File: src/design/heightfield_triangle_interpolator_top_defines.svh
// Assertion macros for the interpolator modules; only hti_ctrl uses them.
// Expects clk and rst_n in the scope of the module that uses them.
`ifndef HEIGHTFIELD_TRIANGLE_INTERPOLATOR_TOP_DEFINES_SVH
`define HEIGHTFIELD_TRIANGLE_INTERPOLATOR_TOP_DEFINES_SVH

// same-cycle implication
`define HTI_ASSERT_IMP(label, ante, cons, msg) \
    label: assert property (@(posedge clk) disable iff (!rst_n) (ante) |-> (cons)) \
        else $error(msg);

// next-cycle implication
`define HTI_ASSERT_NXT(label, ante, cons, msg) \
    label: assert property (@(posedge clk) disable iff (!rst_n) (ante) |=> (cons)) \
        else $error(msg);

`endif

File: src/design/hti_pkg.sv
// Shared types for the heightfield triangle interpolator.
// Used by hti_ctrl, hti_dpath and the top level; no dependencies.
`timescale 1ns / 1ps

package hti_pkg;

    localparam int HEIGHT_MAX = 32767;
    localparam int DIVISOR    = 3;

    typedef enum logic [0:0] {
        ACT_LOAD  = 1'b0,
        ACT_QUERY = 1'b1
    } action_t;

    typedef enum logic [1:0] {
        CORNER_A = 2'd0,
        CORNER_B = 2'd1,
        CORNER_C = 2'd2,
        CORNER_D = 2'd3
    } corner_t;

    typedef enum logic [3:0] {
        S_IDLE,
        S_RD_A,
        S_RD_B,
        S_RD_C,
        S_RD_D,
        S_CAP_D,
        S_MUL,
        S_SUM,
        S_DIV,
        S_FIX,
        S_OUT
    } state_t;

    typedef struct packed {
        logic    load_we;
        logic    query_latch;
        logic    rd_en;
        corner_t rd_corner;
        logic    cap_en;
        corner_t cap_corner;
        logic    mul_en;
        logic    sum_en;
        logic    div_en;
        logic    fix_en;
    } cmd_t;

    typedef struct packed {
        logic in_oor;
    } status_t;

endpackage

File: src/design/hti_ctrl.sv
// Sequencer for the interpolator: accepts requests, steps corner reads and math.
// Depends on hti_pkg and the assertion macro header.
`timescale 1ns / 1ps
`include "heightfield_triangle_interpolator_top_defines.svh"

module hti_ctrl
(
    input  logic             clk,
    input  logic             rst_n,
    input  logic             start,
    input  logic             action,
    input  hti_pkg::status_t status,
    output hti_pkg::cmd_t    cmd,
    output logic             busy,
    output logic             done
);

    hti_pkg::state_t state_reg;
    hti_pkg::state_t state_next;

    always_ff @(posedge clk or negedge rst_n)
    begin
        if (!rst_n)
        begin
            state_reg <= hti_pkg::S_IDLE;
        end
        else
        begin
            state_reg <= state_next;
        end
    end

    always_comb
    begin
        state_next     = state_reg;
        cmd            = '0;
        cmd.rd_corner  = hti_pkg::CORNER_A;
        cmd.cap_corner = hti_pkg::CORNER_A;
        case (state_reg)
            hti_pkg::S_IDLE:
            begin
                if (start)
                begin
                    if (action == hti_pkg::ACT_LOAD)
                    begin
                        cmd.load_we = 1'b1;
                    end
                    else
                    begin
                        cmd.query_latch = 1'b1;
                        state_next = status.in_oor ? hti_pkg::S_OUT : hti_pkg::S_RD_A;
                    end
                end
            end
            hti_pkg::S_RD_A:
            begin
                cmd.rd_en     = 1'b1;
                cmd.rd_corner = hti_pkg::CORNER_A;
                state_next    = hti_pkg::S_RD_B;
            end
            hti_pkg::S_RD_B:
            begin
                cmd.rd_en      = 1'b1;
                cmd.rd_corner  = hti_pkg::CORNER_B;
                cmd.cap_en     = 1'b1;
                cmd.cap_corner = hti_pkg::CORNER_A;
                state_next     = hti_pkg::S_RD_C;
            end
            hti_pkg::S_RD_C:
            begin
                cmd.rd_en      = 1'b1;
                cmd.rd_corner  = hti_pkg::CORNER_C;
                cmd.cap_en     = 1'b1;
                cmd.cap_corner = hti_pkg::CORNER_B;
                state_next     = hti_pkg::S_RD_D;
            end
            hti_pkg::S_RD_D:
            begin
                cmd.rd_en      = 1'b1;
                cmd.rd_corner  = hti_pkg::CORNER_D;
                cmd.cap_en     = 1'b1;
                cmd.cap_corner = hti_pkg::CORNER_C;
                state_next     = hti_pkg::S_CAP_D;
            end
            hti_pkg::S_CAP_D:
            begin
                cmd.cap_en     = 1'b1;
                cmd.cap_corner = hti_pkg::CORNER_D;
                state_next     = hti_pkg::S_MUL;
            end
            hti_pkg::S_MUL:
            begin
                cmd.mul_en = 1'b1;
                state_next = hti_pkg::S_SUM;
            end
            hti_pkg::S_SUM:
            begin
                cmd.sum_en = 1'b1;
                state_next = hti_pkg::S_DIV;
            end
            hti_pkg::S_DIV:
            begin
                cmd.div_en = 1'b1;
                state_next = hti_pkg::S_FIX;
            end
            hti_pkg::S_FIX:
            begin
                cmd.fix_en = 1'b1;
                state_next = hti_pkg::S_OUT;
            end
            hti_pkg::S_OUT:
            begin
                state_next = hti_pkg::S_IDLE;
            end
            default:
            begin
                state_next = hti_pkg::S_IDLE;
            end
        endcase
    end

    assign busy = (state_reg != hti_pkg::S_IDLE);
    assign done = (state_reg == hti_pkg::S_OUT);

    `HTI_ASSERT_NXT(a_query_busy, start && !busy && action == hti_pkg::ACT_QUERY, busy,
        "query request not followed by busy")
    `HTI_ASSERT_NXT(a_load_idle, start && !busy && action == hti_pkg::ACT_LOAD, !busy && !done,
        "load request left block busy or produced a result")
    `HTI_ASSERT_NXT(a_oor_fast, start && !busy && action == hti_pkg::ACT_QUERY && status.in_oor,
        done, "out-of-range query did not finish next cycle")
    `HTI_ASSERT_NXT(a_done_pulse, done, !done, "result strobe longer than one cycle")
    `HTI_ASSERT_IMP(a_done_busy, done, busy, "result strobe while idle")

endmodule

File: config.mk
export PLATFORM = sky130hd
export DESIGN_NAME = hti_ctrl
export DESIGN_NICKNAME = d
export VERILOG_FILES = /design/src/design/hti_pkg.sv /design/src/design/hti_ctrl.sv
export VERILOG_INCLUDE_DIRS = /design/src /design/src/design
export SDC_FILE = /design/constraint.sdc
export NUM_CORES = 1
export LEC_CHECK = 0
export ABC_AREA = 0
export BUFFER_PORTS_ARGS = -buffer_cell sky130_fd_sc_hd__buf_4
export CAP_MARGIN = 10
export CORE_ASPECT_RATIO = 1.1
export CORE_UTILIZATION = 25
export DETAILED_ROUTE_END_ITERATION = 8
export GPL_TIMING_DRIVEN = 1
export PLACE_DENSITY_LB_ADDON = 0.05
export SYNTH_ARGS = -nofsm -noshare
export SYNTH_HDL_FRONTEND = slang
export SYNTH_SLANG_ARGS = --single-unit
File: constraint.sdc
create_clock -name clk -period 1.6 [get_ports clk]
set_clock_uncertainty 0.05 [all_clocks]
set_input_delay 0 -clock clk [delete_from_list [all_inputs] [get_ports clk]]
set_output_delay 0 -clock clk [all_outputs]
set_load 0.02 [all_outputs]
---- Word level (Yosys, flattened, before mapping) ----
Cells that the tools add are included.
word-level totals
  register bits ........................... 4
  bits in latches ......................... 0
  bits in writable memories ............... 0
  ROM bits ................................ 0
  bits of input ports ..................... 5
  output and inout bits ................... 14
  word-level logic and storage cells ...... 30
  memories kept ........................... 0
operators by class
  $add $sub $neg .......................... 0
  multipliers ............................. 0
  div/mod/pow operators ................... 0
  magnitude comparators ................... 0
  eq/ne operators ......................... 12
  shifts and indexed selects .............. 0
  muxes and demuxes ....................... 14
  bitwise operators ....................... 0
  reductions and logical operators ........ 3
operators with widths
  operator            number
  $pmux 4 s10         1
  $pmux 3 s4          2
  $eq 4x3->1 const B  4
  $eq 4x4->1 const B  3
  $mux 4              3
  $eq 4x2->1 const B  2
  $mux 1              6
  $eq 4x1->1 const B  1
  $logic_not 4->1     1
  $mux 2              2
  $ne 2x2->1 const B  2
  $reduce_bool 4->1   1
  $reduce_and 2->1    1

---- Depth between registers and ports, before layout ----
  depth in word-level cells ............... 4
  depth in mapped cells ................... 5
  gate-level depth less buffers ........... 4

---- Worst setup path after synthesis ----
Ideal clock, no wire load.
  kind .................................... register to register
  start ................................... reg state_reg[0]
  end ..................................... reg state_reg[0]
  setup time .............................. 130 ps
  data arrival time ....................... 1168 ps
  slack ................................... 252 ps
  stages on the path, launching flop included .. 6
  period minus slack after synthesis ...... 1348 ps
  cell sequence ........................... dfrtp_1 > buf_6 > nor4_4 > inv_2 > o21ai_2 > nor4b_1
on the way
  cells in the longest elaborated chain, start to end .. 3
  elaborated cells on any way between the ends .. 14
RTL lines
  element                                                              line            text
  start, declared                                                      hti_ctrl.sv:18  hti_pkg::state_t state_reg;
  start signal, assigned                                               hti_ctrl.sv:25  state_reg <= hti_pkg::S_IDLE;
  start signal, assigned                                               hti_ctrl.sv:29  state_reg <= state_next;
  parallel branches: the longest is 3 deep, another holds $pmux 4 s10  -
Several ways; the timed one is not identified.
A chain may end at the register's enable or synchronous reset.

==> out/metrics.cfg <==
[yosys]
async_flop_share=1.00
ys_seq_elements=4
synthTopCellsByArea=dfrtp_1, nor2_1, buf_6
yosysMostFrequentCell=nor2_1
synth_cell_types=23
synth_edf_count=0
ys_seq_area_frac=0.273
syn-cell-area_um2=367
syn_area_per_cell_um2=7.97
syn_inst=46
synth_top_area_frac=0.273
synth_top_cell_by_area=dfrtp_1
synthTopCellsByCount=nor2_1, nand2_1, dfrtp_1, a21oi_1
syn_nets=51
yosys_warnings=0
synth_ff_type=dfrtp_1

[global_route]
antenna_found_initial=0
grt_pass1_wl_mm=1.48
grt-ovfl-total=0
grtUsageTotal=0.136
grt_max_degree=13
grt_pass1_vias=323

[pwr]
p_leak_nw=0.257
power_density_nw_per_um2=2140
ir_drop_uv=1040

[setup_path]
worstSetupStartpointType=flip-flop
endpoint_kind=output port
worst_ep_arrival_time_ns=1.46
r2r_start=state_reg[2]$_DFFE_PN0P_
crit_fanout=12
cp.required_ns=1.55
critPathLaunch=state_reg[2]$_DFFE_PN0P_
critPathKind=reg -> out

[timing]
slew_headroom=0.733
hold_viol=0
finalSetupTns_ns=0
whs_ns=0.0485
period_minus_slack_ns=1.51
max_freq_ghz=0.662
timing.final.crit_share=0.944
rsz0062_at_grt=no
worst_pin_slew_ns=0.401
finalMaxSlewViolations=0
setup_viol=0

[layout]
nets=75
drive_above_1_share=0.485
antenna_cells=0
area_growth_syn_to_layout_pct=52.2
largest_reg_flops=4

[routing]
wl_per_cell_um=10.3
routed_wl_um=861
first_pass_iters=4
drt_first_iter_violations=7
detail-route-antenna-nets=0
viasPerCell=4.51
via_count=379
drc_errors=0

[status]
status=complete, no violations

[die]
core_area_um2=1370
die_h_um=42.2
die_w_um=38.5
initial_core_util=0.268
ios=19
rows=14
die_area_um2=1620

[clock_network]
cts_sinks=4
path_clk_slew_ns=0.04
worstSkewPairLatency_ns=0.23
htree_levels=1
cts_inserted_buffers=3
clock_path_buffers=2
clockRootBuffer=clkbuf_4
cts_tree=built

[placement]
numPortBuffers=18
dp_hpwl_um=628
gp_congestion=0.662

[hold_path]
min_path_type=in -> async

[flow_run]
cap_violations=0

cell usage in the layout (no fill, tap or decap), types with 2 or more instances in the layout:
| cell | synthesis | routed |
|---|---|---|
| nand2_1 | 5 | 5 |
| o21ai_2 | 2 | 2 |
| nor4b_1 | 2 | 2 |
| buf_4 | 1 | 20 |
| clkbuf_4 | 0 | 3 |
| nor2_1 | 9 | 9 |
| nor3_1 | 2 | 2 |
| a21oi_1 | 3 | 3 |
| dlygate4sd3_1 | 0 | 2 |
| a31oi_1 | 2 | 2 |
| dfrtp_1 | 4 | 2 |
| dfrtp_2 | 0 | 2 |
| nand2b_1 | 2 | 2 |
area by class of cell:
cell class	count	area (um^2)
Multi-Input combinational cell	37	228
Inverter	1	3.75
Clock buffer	3	22.5
Fill cell	160	808
Timing Repair Buffer	23	181
Sequential cell	4	103
Tap cell	16	20.0
per-stage QoR:
step | area [um^2] | std cells | total power [mW] | utilization | worst slack [ns]
2_1_floorplan | 367 | 46 | 0.804 | - | 0.252
3_3_place_gp | 494 | 77 | 1.03 | 0.362 | 0.210
3_5_place_dp | 494 | 77 | 1.02 | 0.362 | 0.156
4_1_cts | 537 | 82 | 1.16 | 0.393 | 0.0405
5_1_grt | 558 | 84 | 1.28 | 0.408 | 0.0312
6_report | 558 | 84 | 1.19 | 0.408 | 0.0893
report_power, final:
group / internal [mW] / switching (mW)
clock: 0.0838 / 0.0398
sequential: 0.149 / 0.108
combinational: 0.383 / 0.431
total: 0.615 / 0.579
routing by layer:
layer  global-route usage  routed length (um)  part of all wire  vias to the layer above
li1                     -                   -                 -                      200
met1                0.163                 363              0.42                      163
met2                0.177                 429              0.50                       14
met3               0.0532                  53             0.062                        2
met4                0.124                  14             0.016                        0
met5                    0                   0                 0                        -
worst paths after layout:
path,to,slack (ns),depth (start not counted)
max,cmd[10],0.09,3
min in group clk,state_reg[3]$_DFFE_PN0P_,0.16,4
min,state_reg[0]$_DFFE_PN0P_,0.05,2
max reg2reg,state_reg[0]$_DFFE_PN0P_,0.20,4
max in group asynchronous,state_reg[2]$_DFFE_PN0P_,1.34,2
min reg2reg,state_reg[0]$_DFFE_PN0P_,0.54,1
logic make-up after synthesis:
group	Yosys count	share of synthesized area
buffers and inverters	5	0.106
XOR/XNOR	2	0.0478
AND/OR/NAND/NOR	28	0.451
flip-flops	4	0.273
AO/OA/AOI/OAI	7	0.123
worst max-delay path, cell delays in order (launching register included):
cell	delay [ns]
dfrtp_2	0.49
nor4_4	0.38
and3_2	0.22
buf_4	0.13
repair_timing:
action / 4_1_cts / 5_1_grt
buffers inserted: 0 / 2
hold endpoints to repair: 5 / 0
endpoints found under the setup margin: 0 / 3
hold buffers: 2 / 0
gates resized for setup: 0 / 3
Power figures use the tool's default switching activity.
